===== src/sv/pltb_pkg.sv =====
`default_nettype none
package pltb_pkg;

  localparam int NUM_TIMERS_DEF = 16;
  localparam int MAX_OUT        = 16;
  localparam int SLOT_W         = 4;
  localparam int VAL_W          = 16;
  localparam int STEP_W         = 15;
  localparam int PER_W          = 16;
  localparam int ACC_W          = 17;
  localparam int TIME_W         = 32;

  typedef enum logic [1:0] {
    OP_START = 2'd0,
    OP_TICK  = 2'd1,
    OP_BREAK = 2'd2,
    OP_CONT  = 2'd3
  } op_t;

  typedef enum logic [2:0] {
    K_FIRED   = 3'd0,
    K_STARTED = 3'd1,
    K_FULL    = 3'd2,
    K_PAUSED  = 3'd3,
    K_CLEARED = 3'd4,
    K_RESUMED = 3'd5,
    K_IGNORED = 3'd6
  } kind_t;

  // One timer slot as held in the slot memory.
  typedef struct packed {
    logic [VAL_W-1:0]  start_v;
    logic [VAL_W-1:0]  end_v;
    logic [STEP_W-1:0] step;
    logic [PER_W-1:0]  period;
    logic [PER_W-1:0]  elapsed;
    logic [ACC_W-1:0]  value;
    logic              has_cmd;
  } slot_rec_t;

endpackage
`default_nettype wire


===== src/sv/periodic_loop_timer_bank.sv =====
// Bank of periodic loop timers, slot records in one synchronous memory.
// Start, break and continue: result strobed in the cycle after acceptance; the
//   next item may be accepted in that same cycle (one item per cycle).
// Tick with a new time stamp: busy while every slot is scanned, one slot read per
//   cycle; the result marked last, if any, comes in the same cycle that busy drops.
// No receiver stall. Reset (rst_n low, sync) empties every slot, zeroes time.
`default_nettype none
module periodic_loop_timer_bank
  import pltb_pkg::*;
#(
  parameter int NUM_TIMERS = NUM_TIMERS_DEF
) (
  input  wire logic                     clk,
  input  wire logic                     rst_n,
  input  wire logic                     start,
  output      logic                     busy,
  input  wire logic [1:0]               in_op,
  input  wire logic signed [VAL_W-1:0]  in_start_value,
  input  wire logic signed [VAL_W-1:0]  in_end_value,
  input  wire logic [STEP_W-1:0]        in_step_size,
  input  wire logic [PER_W-1:0]         in_period_ticks,
  input  wire logic                     in_has_command,
  input  wire logic [SLOT_W-1:0]        in_timer_id,
  input  wire logic [TIME_W-1:0]        in_tick_time,
  output      logic                     out_strobe,
  output      logic [2:0]               out_kind,
  output      logic [SLOT_W-1:0]        out_slot,
  output      logic signed [VAL_W-1:0]  out_loop_value,
  output      logic                     out_finished,
  output      logic                     out_last
);

  localparam int IW  = (NUM_TIMERS > 1) ? $clog2(NUM_TIMERS) : 1;
  localparam int CW  = $clog2(NUM_TIMERS + 1);
  localparam int IXW = (IW > SLOT_W) ? IW : SLOT_W;
  localparam int RCW = $clog2(MAX_OUT + 1);

  typedef enum logic [1:0] {S_IDLE, S_SCAN, S_FLUSH} state_t;

  state_t state_r;

  // Per-slot status flags. valid_r marks a memory entry that holds a written
  // record; an entry without it reads as all zero (a wiped slot).
  logic [NUM_TIMERS-1:0] act_r;
  logic [NUM_TIMERS-1:0] work_r;
  logic [NUM_TIMERS-1:0] valid_r;

  logic [TIME_W-1:0] prev_time_r;

  // Slot memory, one read and one write port.
  slot_rec_t mem [NUM_TIMERS];
  slot_rec_t rdata_r;
  logic      mem_we;
  logic [IW-1:0] mem_waddr;
  slot_rec_t mem_wdata;
  logic [IW-1:0] mem_raddr;

  // Scan control: cnt_r is the slot being read, p_idx_r the slot whose
  // record arrives this cycle.
  logic [CW-1:0]  cnt_r;
  logic           p_valid_r;
  logic [IW-1:0]  p_idx_r;
  logic           rd_ok_r;
  logic [RCW-1:0] res_cnt_r;

  // One firing held back so the final one of a tick can carry last.
  logic              pend_valid_r;
  logic [IW-1:0]     pend_slot_r;
  logic [VAL_W-1:0]  pend_value_r;
  logic              pend_fin_r;

  // Registered result.
  logic              out_strobe_r;
  kind_t             out_kind_r;
  logic [SLOT_W-1:0] out_slot_r;
  logic [VAL_W-1:0]  out_value_r;
  logic              out_fin_r;
  logic              out_last_r;

  logic accept;
  op_t  op;
  assign accept = start && (state_r == S_IDLE);
  assign op     = op_t'(in_op);

  // Lowest slot that is neither running nor resumable.
  logic          free_found;
  logic [IW-1:0] free_idx;
  always_comb begin
    free_found = 1'b0;
    free_idx   = '0;
    for (int i = NUM_TIMERS - 1; i >= 0; i--) begin
      if (!act_r[i] && !work_r[i]) begin
        free_found = 1'b1;
        free_idx   = IW'(i);
      end
    end
  end

  // New record for a start.
  slot_rec_t     new_rec;
  logic          new_work;
  logic [IW-1:0] id_ix;
  logic          id_ok;
  always_comb begin
    new_rec.start_v = in_start_value;
    new_rec.end_v   = in_end_value;
    new_rec.step    = (in_step_size == '0) ? STEP_W'(1) : in_step_size;
    new_rec.period  = in_period_ticks;
    new_rec.elapsed = in_period_ticks - PER_W'(1);
    new_rec.value   = {in_start_value[VAL_W-1], in_start_value};
    new_rec.has_cmd = in_has_command;
    new_work = ((in_start_value != '0) || (in_end_value != '0)) && in_has_command;
    id_ok    = int'(in_timer_id) < NUM_TIMERS;
    id_ix    = IW'(in_timer_id);
  end

  // Per-slot update on a counting tick.
  slot_rec_t        rec;
  slot_rec_t        upd_rec;
  logic [ACC_W-1:0] e_nxt;
  logic             fire;
  logic             count_up;
  logic [ACC_W-1:0] v_nxt;
  logic [ACC_W-1:0] end_x;
  logic             done;
  always_comb begin
    rec      = rd_ok_r ? rdata_r : '0;
    e_nxt    = {1'b0, rec.elapsed} + ACC_W'(1);
    fire     = e_nxt >= {1'b0, rec.period};
    count_up = $signed(rec.start_v) < $signed(rec.end_v);
    end_x    = {rec.end_v[VAL_W-1], rec.end_v};
    if (count_up) begin
      v_nxt = rec.value + {2'b00, rec.step};
      done  = $signed(v_nxt) > $signed(end_x);
    end else begin
      v_nxt = rec.value - {2'b00, rec.step};
      done  = $signed(v_nxt) < $signed(end_x);
    end
    upd_rec = rec;
    if (fire) begin
      upd_rec.elapsed = '0;
      upd_rec.value   = v_nxt;
    end else begin
      upd_rec.elapsed = e_nxt[PER_W-1:0];
    end
  end

  logic fire_now;
  assign fire_now = (state_r == S_SCAN) && p_valid_r && act_r[p_idx_r] && fire;

  // Memory port control.
  always_comb begin
    mem_we    = 1'b0;
    mem_waddr = free_idx;
    mem_wdata = new_rec;
    mem_raddr = cnt_r[IW-1:0];
    if (accept && (op == OP_START) && (in_period_ticks != '0) && free_found) begin
      mem_we = 1'b1;
    end else if ((state_r == S_SCAN) && p_valid_r && act_r[p_idx_r]) begin
      mem_we    = 1'b1;
      mem_waddr = p_idx_r;
      mem_wdata = upd_rec;
    end
  end

  always_ff @(posedge clk) begin
    if (mem_we) begin
      mem[mem_waddr] <= mem_wdata;
    end
    rdata_r <= mem[mem_raddr];
  end

  // Slot index to the 4-bit result field.
  function automatic logic [SLOT_W-1:0] slot_of(input logic [IW-1:0] ix);
    logic [IXW-1:0] w;
    w = IXW'(ix);
    return w[SLOT_W-1:0];
  endfunction

  always_ff @(posedge clk) begin
    if (!rst_n) begin
      state_r      <= S_IDLE;
      act_r        <= '0;
      work_r       <= '0;
      valid_r      <= '0;
      prev_time_r  <= '0;
      cnt_r        <= '0;
      p_valid_r    <= 1'b0;
      res_cnt_r    <= '0;
      pend_valid_r <= 1'b0;
      out_strobe_r <= 1'b0;
    end else begin
      out_strobe_r <= 1'b0;
      unique case (state_r)
        S_IDLE: begin
          if (accept) begin
            // Non-tick ops answer with a single result.
            out_kind_r  <= K_IGNORED;
            out_slot_r  <= '0;
            out_value_r <= '0;
            out_fin_r   <= 1'b0;
            out_last_r  <= 1'b1;
            unique case (op)
              OP_START: begin
                out_strobe_r <= 1'b1;
                if (in_period_ticks == '0) begin
                  out_kind_r <= K_IGNORED;
                end else if (!free_found) begin
                  out_kind_r <= K_FULL;
                end else begin
                  act_r[free_idx]   <= 1'b1;
                  work_r[free_idx]  <= new_work;
                  valid_r[free_idx] <= 1'b1;
                  out_kind_r        <= K_STARTED;
                  out_slot_r        <= slot_of(free_idx);
                end
              end
              OP_TICK: begin
                // Same time stamp as before: no count, no result.
                if (in_tick_time != prev_time_r) begin
                  prev_time_r  <= in_tick_time;
                  state_r      <= S_SCAN;
                  cnt_r        <= '0;
                  p_valid_r    <= 1'b0;
                  res_cnt_r    <= '0;
                  pend_valid_r <= 1'b0;
                end
              end
              OP_BREAK: begin
                out_strobe_r <= 1'b1;
                out_slot_r   <= in_timer_id;
                if (!id_ok) begin
                  out_kind_r <= K_IGNORED;
                end else if (act_r[id_ix]) begin
                  act_r[id_ix] <= 1'b0;
                  out_kind_r   <= K_PAUSED;
                end else begin
                  valid_r[id_ix] <= 1'b0;
                  work_r[id_ix]  <= 1'b0;
                  out_kind_r     <= K_CLEARED;
                end
              end
              OP_CONT: begin
                out_strobe_r <= 1'b1;
                out_slot_r   <= in_timer_id;
                if (id_ok && !act_r[id_ix] && work_r[id_ix]) begin
                  act_r[id_ix] <= 1'b1;
                  out_kind_r   <= K_RESUMED;
                end else begin
                  out_kind_r <= K_IGNORED;
                end
              end
            endcase
          end
        end
        S_SCAN: begin
          // Issue the read of the next slot.
          if (cnt_r != CW'(NUM_TIMERS)) begin
            p_valid_r <= 1'b1;
            p_idx_r   <= cnt_r[IW-1:0];
            rd_ok_r   <= valid_r[cnt_r[IW-1:0]];
            cnt_r     <= cnt_r + CW'(1);
          end else begin
            p_valid_r <= 1'b0;
            state_r   <= S_FLUSH;
          end
          // Handle a firing of the slot whose record just came back; retire it if done.
          if (fire_now) begin
            if (done) begin
              act_r[p_idx_r]   <= 1'b0;
              work_r[p_idx_r]  <= 1'b0;
              valid_r[p_idx_r] <= 1'b0;
            end
            if (res_cnt_r < RCW'(MAX_OUT)) begin
              res_cnt_r <= res_cnt_r + RCW'(1);
              if (pend_valid_r) begin
                out_strobe_r <= 1'b1;
                out_kind_r   <= K_FIRED;
                out_slot_r   <= slot_of(pend_slot_r);
                out_value_r  <= pend_value_r;
                out_fin_r    <= pend_fin_r;
                out_last_r   <= 1'b0;
              end
              pend_valid_r <= 1'b1;
              pend_slot_r  <= p_idx_r;
              pend_value_r <= rec.value[VAL_W-1:0];
              pend_fin_r   <= done;
            end
          end
        end
        S_FLUSH: begin
          // Final firing of the tick goes out marked last.
          if (pend_valid_r) begin
            out_strobe_r <= 1'b1;
            out_kind_r   <= K_FIRED;
            out_slot_r   <= slot_of(pend_slot_r);
            out_value_r  <= pend_value_r;
            out_fin_r    <= pend_fin_r;
            out_last_r   <= 1'b1;
          end
          pend_valid_r <= 1'b0;
          state_r      <= S_IDLE;
        end
        default: state_r <= S_IDLE;
      endcase
    end
  end

  assign busy           = (state_r != S_IDLE);
  assign out_strobe     = out_strobe_r;
  assign out_kind       = out_kind_r;
  assign out_slot       = out_slot_r;
  assign out_loop_value = out_value_r;
  assign out_finished   = out_fin_r;
  assign out_last       = out_last_r;

endmodule
`default_nettype wire


===== config.mk =====
export PLATFORM = sky130hd
export DESIGN_NAME = periodic_loop_timer_bank
export DESIGN_NICKNAME = d
export VERILOG_FILES = /design/src/sv/pltb_pkg.sv /design/src/sv/periodic_loop_timer_bank.sv
export SDC_FILE = /design/constraint.sdc
export NUM_CORES = 2
export LEC_CHECK = 0
export BUFFER_PORTS_ARGS = -buffer_cell sky130_fd_sc_hd__buf_2
export CAP_MARGIN = 10
export CELL_PAD_IN_SITES_DETAIL_PLACEMENT = 1
export CELL_PAD_IN_SITES_GLOBAL_PLACEMENT = 1
export CORE_ASPECT_RATIO = 1.25
export CORE_MARGIN = 3
export CORE_UTILIZATION = 28
export CTS_CLUSTER_SIZE = 25
export DETAILED_ROUTE_END_ITERATION = 10
export PLACE_DENSITY_LB_ADDON = 0.1
export SYNTH_ARGS = -nofsm -noshare
export SYNTH_HDL_FRONTEND = slang
export SYNTH_SLANG_ARGS = --single-unit

===== constraint.sdc =====
create_clock -name clk -period 7.7 [get_ports clk]
set_clock_uncertainty 0.1 [all_clocks]
set_input_delay 1.54 -clock clk [delete_from_list [all_inputs] [get_ports clk]]
set_output_delay 1.54 -clock clk [all_outputs]
set_load 0.01 [all_outputs]

Word-level counts from Yosys, hierarchy flattened

Memories as Yosys holds them, arrays and structs flattened. A register that Yosys moved wholly into a read port is not among the register bits.
Index checks and enable logic that the tools add are counted.
Widths: inputs -> output; s select.

Add/sub/neg operators: 6
$mul: 0
Div/mod/pow operators: 0
Magnitude comparators: 12
Eq/ne operators: 24
Shifts and indexed selects: 0
Multiplexer cells: 147
Bitwise gates (word level): 11
Reductions and logical operators: 86

Operators with widths:

| operator              | number |
|---|---|
| $mux 16               | 24 |
| $mux 97               | 3 |
| $pmux 16 s2           | 5 |
| $and 16x16->16        | 6 |
| $mux 4                | 24 |
| $pmux 16 s3           | 2 |
| $mux 1                | 48 |
| $or 16x16->16         | 3 |
| $reduce_bool 16->1    | 3 |
| $mux 17               | 2 |
| $logic_not 1->1       | 33 |
| $ne 32x32->1          | 1 |
| $not 16->16           | 2 |
| $mux 5                | 6 |
| $logic_and 1x1->1     | 28 |
| $lt 4x5->1 const B    | 4 |
| $pmux 5 s2            | 2 |
| $mux 3                | 6 |
| $pmux 3 s3            | 2 |
| $add 16x1->17 const B | 1 |
| $add 17x15->17        | 1 |
| $ge 17x16->1          | 1 |
| $gt 17x16->1          | 1 |
| $lt 17x16->1          | 1 |
| 39 further kinds      | 77 |

Flip-flop bits (word level): 146
Bits in latches: 0
Memory bits (writable): 1552
ROM bits: 0
Bits of input ports: 105
Logic and storage cells: 307
Memories: 1

Memories:

| name | depth | width | read ports | clocked after memory_dff | wr ports | RTL line                       | source |
|---|---|---|---|---|---|---|---|
| mem  | 16    | 97    | 1          | 1                        | 1        | periodic_loop_timer_bank.sv:51 | `slot_rec_t mem [NUM_TIMERS];` |

Depth between registers and ports, before layout

Depth after elaboration: 28
Depth in mapped cells: 25
Mapped depth without buffers: 22

Worst setup path after synthesis

Ideal clock, no wire load.

Path type: input to register
Start point: input in_period_ticks[0]
End point: memory mem[2][10] (netlist bit) (enable)
Setup time: 0.551 ns
Arrival time: 7.426 ns
Required time: 7.049 ns
Slack: -0.378 ns
Stages on the path: 12
Buffers on the path: 1
Cell sequence: inv_1 > ha_1 > or3b_2 > nor4_2 > a211oi_2 > nand3_1 > and2_1 > buf_2 > nand2_1 > nand2_1 > nand2_1 > nor2_1

Longest elaborated chain between the ends: 6
Elaborated cells between the ends (all ways): 7

Ends and longest elaborated chain:

| what                               | RTL line                        | source |
|---|---|---|
| start, declared                    | periodic_loop_timer_bank.sv:21  | `input wire logic [PER_W-1:0] in_period_ticks,` |
| $reduce_bool 16->1 (*)             | periodic_loop_timer_bank.sv:157 | `if (accept && (op == OP_START) && (in_period_ticks != '0) && free_found) begin` |
| $logic_and 1x1->1 (*) (2 in a row) | periodic_loop_timer_bank.sv:157 |  |
| $mux 1                             | periodic_loop_timer_bank.sv:157 |  |
| $mux 1                             | periodic_loop_timer_bank.sv:167 | `if (mem_we) begin` |
| $mux 1 (not written as such)       | periodic_loop_timer_bank.sv:168 | `mem[mem_waddr] <= mem_wdata;` |
| end, declared                      | periodic_loop_timer_bank.sv:51  |  |

Every way passes the cells marked *; elsewhere a longest branch is shown, timed or not.

Final worst setup path

Start point: register rd_ok_r
End point: register valid_r[15]

Longest elaborated chain between the ends: 6
Elaborated cells between the ends (all ways): 13

Ends and longest elaborated chain:

| what                                         | RTL line                                                         | source |
|---|---|---|
| start, declared                              | periodic_loop_timer_bank.sv:63                                   | `logic rd_ok_r;` |
| start signal, assigned                       | periodic_loop_timer_bank.sv:261                                  | `rd_ok_r <= valid_r[cnt_r[IW-1:0]];` |
| $mux 97 (*)                                  | periodic_loop_timer_bank.sv:127                                  | `rec = rd_ok_r ? rdata_r : '0;` |
| $sub 17x15->17, or another cell as far along | periodic_loop_timer_bank.sv:136                                  | `v_nxt = rec.value - {2'b00, rec.step};` |
| $lt 17x16->1, or another cell as far along   | periodic_loop_timer_bank.sv:137                                  | `done = $signed(v_nxt) < $signed(end_x);` |
| $mux 1 or $logic_and 1x1->1 (tied branches)  | periodic_loop_timer_bank.sv:132, periodic_loop_timer_bank.sv:149 |  |
| $ne 2x2->1 (no source line)                  | n/a                                                              |  |
| $reduce_and 8->1 (no source line) (*)        | n/a                                                              |  |
| end signal, assigned                         | periodic_loop_timer_bank.sv:185                                  | `valid_r <= '0;` |
| end signal, assigned by index                | periodic_loop_timer_bank.sv:213                                  | `valid_r[free_idx] <= 1'b1;` |
| end signal, assigned by index                | periodic_loop_timer_bank.sv:238                                  | `valid_r[id_ix] <= 1'b0;` |
| end, declared                                | periodic_loop_timer_bank.sv:46                                   | `logic [NUM_TIMERS-1:0] valid_r;` |

Marks and branches as above.
A chain may end at the register's enable or synchronous reset.

==> results.md <==
- Total power after layout: between 0.02 and 0.025 W
- Synth top area cells: sky130_fd_sc_hd__edfxtp_1 (65%), sky130_fd_sc_hd__mux4_2 (15%), sky130_fd_sc_hd__dfxtp_1 (5.2%)
- Layout-stage area growth over the synthesis result: 17.0%
- Maximum level of the CTS H-tree: 4
- Via count of the first global-routing pass: between 40000 and 50000
- Final standard cell area without fillers: roughly 0.085 mm²
- # IOs: 132
- Fraction of synthesis flops using an asynchronous set or reset pin: 0%
- Number of instances resized during post-cts repair: 0
- Final critical delay including setup and external delays: about 6.5 ns
- Total wirelength of the detailed-routed design: between 200 and 250 mm
- Buffer type at the clock tree root: sky130_fd_sc_hd__clkbuf_16
- Post-synth top area share: around two thirds
- Crit Path Max Fanout: 28
- Clock transition at the registers of the reported paths: approximately 0.06 ns
- Total leakage power: 26.6 nW
- Total Routing Usage GR: approximately 17%
- Final setup vio count: 0
- Cell count after synthesis: ~4000
- Fraction of final layout cells with drive strength greater than 1: between 20% and 30%
- Cell-by-cell trace of the critical path: buf_4, and2_1, ha_1, inv_1, fa_1, a211oi_1, o21bai_1, a31oi_1, nor3_1, o221a_2, o21ai_0, nand2_1, xor2_1, ha_1, inv_1, a2111oi_0, nand2_1, o31a_1, a211oi_2, o21ai_4, o311ai_0, o41ai_1
- Post-route DRC: 0
- Fraction of the core area covered by cells at the end of the flow: between 30% and 40%
- Total Nets Final: between 4000 and 5000
- Die Ht: 576 µm
- Power Dens Cells: roughly 250 mW/mm²
- Achievable clock frequency: about 0.15 GHz
- TritonCTS Sinks: approximately 1800
- Final number of hold-violating endpoints: 0
- Final antenna-violating net count: 0
- Count of final max-slew check failures: 0
- Largest net degree at the start of global routing: 109
- Crit Path Class: reg2reg
- Post-Synthesis Cell Area: around 0.073 mm²
- RSZ-0062 raised after global routing: no
- Routability congestion estimate: 0.797
- EDFF count, synth: around 1600
- Outcome: finished, final reports clean
- Global route overflow: 0
- Final sum of negative setup slack: 0 ns
- Detailed router's first-iteration violation count: between 2000 and 3000
- Number of nets produced by synthesis: between 4000 and 5000
- Max VDD drop: approximately 150 µV
- CTS buffer count: about 200
- Vias/cell: between 4 and 5
- Worst rel slew slack: ~17%
- Total die area: ~0.27 mm²
- Post-Syn Area per Cell: 18.3 µm²
- Final critical-path share of the clock period: approximately 85%
- Ys flop type: sky130_fd_sc_hd__edfxtp_1
- Synthesis Warnings: 0
- Slowest stage cell on the critical path: sky130_fd_sc_hd__a211oi_2
- Placement Rows: 208
- Die W: roughly 460 µm
- Number of violations of the max-capacitance limit: 0
- Kind of capture point of the worst setup path: flop
- Number of detailed-routing iterations run before antenna repair: 5
- Critical path's largest stage delay: about 0.60 ns
- Via count: between 30000 and 40000
- Core area: 0.258 mm²
- Number of port buffers: roughly 130
- Initial core utilization: around 28%
- Routed wire per std cell: just under 30 µm
- Critical path buffer and inverter count: 3
- Number of antenna violations at the first check in global routing: 20
- Library cell occupying the most area in the post-synthesis netlist: sky130_fd_sc_hd__edfxtp_1
- Register area share after synthesis: between 70% and 80%
- Transition time of the tightest slew-check pin: roughly 1.2 ns
- Most repeated cell in the gate-level netlist after synthesis: sky130_fd_sc_hd__edfxtp_1
- Worst path top cell family by delay: compound AO/OA/AOI/OAI gates
- Post-detailed-placement half-perimeter wirelength: about 140 mm
- Class of the most critical hold timing path: reg2reg
- Clock latency of the later-clocked register in the worst-skew pair: about 0.87 ns
- Data arrival time at the worst-slack endpoint: around 7 ns
- Library cells used by synthesis: 87
- Number of buffers inserted for hold repair after clock tree synthesis: 0
- Clock Tree Buf Depth: 4
- Number of setup buffers added after CTS: 0
- CTS tree: built
- Leading post-synthesis cells by instance count: sky130_fd_sc_hd__edfxtp_1 (1587), sky130_fd_sc_hd__mux4_2 (497), sky130_fd_sc_hd__nand2_1 (277)
- Setup crit start kind: flop
- Number of synthesized register bits: between 1500 and 2000
- Cell area after placement: 0.0789 mm²
- Global-route wire length before repair: 332 mm
- CP Data Required Time: about 8.3 ns
report_power, final:
group / switching (W) / internal, W / total (W) / leakage, nW
logic: 0.00101 / 0.000579 / 0.00159 / 7.61
clock network: 0.00392 / 0.00549 / 0.00941 / 3.11
registers: 0.0000683 / 0.0106 / 0.0107 / 15.9
worst paths after layout:
check | from | endpoint | slack, ns | cells past startpoint
worst max-delay path | rd_ok_r | valid_r[15] | 1.18 | 22
worst min-delay path | valid_r[7] | valid_r[7] | 0.37 | 2
worst max register to register | rd_ok_r | valid_r[15] | 1.18 | 22
worst min register to register | valid_r[7] | valid_r[7] | 0.37 | 2
worst register-to-register path, cell delays in order, from the launching register on:
cell                        delay [ns]
sky130_fd_sc_hd__edfxtp_1         0.41
sky130_fd_sc_hd__buf_4            0.36
sky130_fd_sc_hd__and2_1           0.25
sky130_fd_sc_hd__ha_1             0.20
sky130_fd_sc_hd__inv_1            0.06
sky130_fd_sc_hd__fa_1             0.45
sky130_fd_sc_hd__a211oi_1         0.33
sky130_fd_sc_hd__o21bai_1         0.15
sky130_fd_sc_hd__a31oi_1          0.40
sky130_fd_sc_hd__nor3_1           0.09
sky130_fd_sc_hd__o221a_2          0.29
sky130_fd_sc_hd__o21ai_0          0.22
sky130_fd_sc_hd__nand2_1          0.10
sky130_fd_sc_hd__xor2_1           0.15
sky130_fd_sc_hd__ha_1             0.28
sky130_fd_sc_hd__inv_1            0.04
sky130_fd_sc_hd__a2111oi_0        0.46
sky130_fd_sc_hd__nand2_1          0.12
sky130_fd_sc_hd__o31a_1           0.31
sky130_fd_sc_hd__a211oi_2         0.60
sky130_fd_sc_hd__o21ai_4          0.41
sky130_fd_sc_hd__o311ai_0         0.46
sky130_fd_sc_hd__o41ai_1          0.13
state kept, by name (all words and copies together), names as in the netlist, 5 cells and up:
| register | flops |
|---|---|
| valid_r | 16 |
| out_loop_value | 16 |
| rdata_r | 96 |
| mem | 1536 |
| work_r | 16 |
| prev_time_r | 32 |
| act_r | 16 |
| cnt_r | 5 |
| res_cnt_r | 5 |
| pend_value_r | 16 |
per-layer routing:
metal	vias to the layer above	GRT usage, %	part of all wire, %
li1	16700	-	-
met1	21100	22.9	43
met5	-	0	0.023
met2	801	30.2	50
met4	8	4.39	2.1
met3	296	2.57	4.2
area by class of cell:
cell class / count / area, µm²
fillers: 25900 / 173000
inverters: 58 / 218
clock inverters: 74 / 696
multi-input cells: 1948 / 20500
repair buffers: 290 / 2290
diodes: 7 / 17.5
clock buffers: 289 / 5660
well taps: 3465 / 4340
flip-flops and latches: 1778 / 51500
cell families after synthesis:
family,count (synthesis),synth area share [%]
buffers and inverters,261,1.43
DFF,1778,70.7
adders and majority gates,105,1.82
muxes,578,16.5
and+or+nand+nor,707,4.45
xor gates and xnor gates,92,1.11
AOI/OAI and AO/OA,466,4.01
cell usage in the layout, fill, tap and decap left out, types with 12 or more instances in the layout:
cell type	netlist	routed
sky130_fd_sc_hd__edfxtp_1	1587	1587
sky130_fd_sc_hd__mux4_2	497	497
sky130_fd_sc_hd__nand2_1	277	277
sky130_fd_sc_hd__clkbuf_16	0	203
sky130_fd_sc_hd__dfxtp_1	191	187
sky130_fd_sc_hd__nor2_1	180	162
sky130_fd_sc_hd__o21ai_0	170	153
sky130_fd_sc_hd__buf_2	19	131
sky130_fd_sc_hd__buf_4	1	124
sky130_fd_sc_hd__ha_1	103	103
sky130_fd_sc_hd__a21oi_1	103	102
sky130_fd_sc_hd__mux2i_1	71	71
sky130_fd_sc_hd__clkbuf_1	150	60
sky130_fd_sc_hd__xnor2_1	59	59
sky130_fd_sc_hd__inv_1	54	53
sky130_fd_sc_hd__nand3_1	42	42
sky130_fd_sc_hd__nor3_1	37	37
sky130_fd_sc_hd__and2_1	38	37
sky130_fd_sc_hd__buf_12	0	35
sky130_fd_sc_hd__xor2_1	33	33
sky130_fd_sc_hd__nor2b_1	33	31
sky130_fd_sc_hd__clkinv_1	4	28
sky130_fd_sc_hd__clkbuf_8	0	26
sky130_fd_sc_hd__clkinv_2	0	26
sky130_fd_sc_hd__o21ai_1	6	23
sky130_fd_sc_hd__nor4_1	22	22
sky130_fd_sc_hd__nand2b_1	21	21
sky130_fd_sc_hd__nand4_1	19	19
sky130_fd_sc_hd__o22ai_1	19	19
sky130_fd_sc_hd__nor2_4	0	17
sky130_fd_sc_hd__a211oi_1	14	14
sky130_fd_sc_hd__a21oi_2	11	12
sky130_fd_sc_hd__bufinv_16	0	12
through the flow:
stage	hold WS (ns)	std cells	setup WS, ns
after floorplan	0.306	3987	-0.376
after global routing	0.394	7907	0.676
after CTS	0.374	7901	1.17
final	0.373	7909	1.18
after global placement	0.366	7537	0.871
after detailed placement	0.367	7538	0.779
Note: power is estimated with default switching activity, not from simulation.
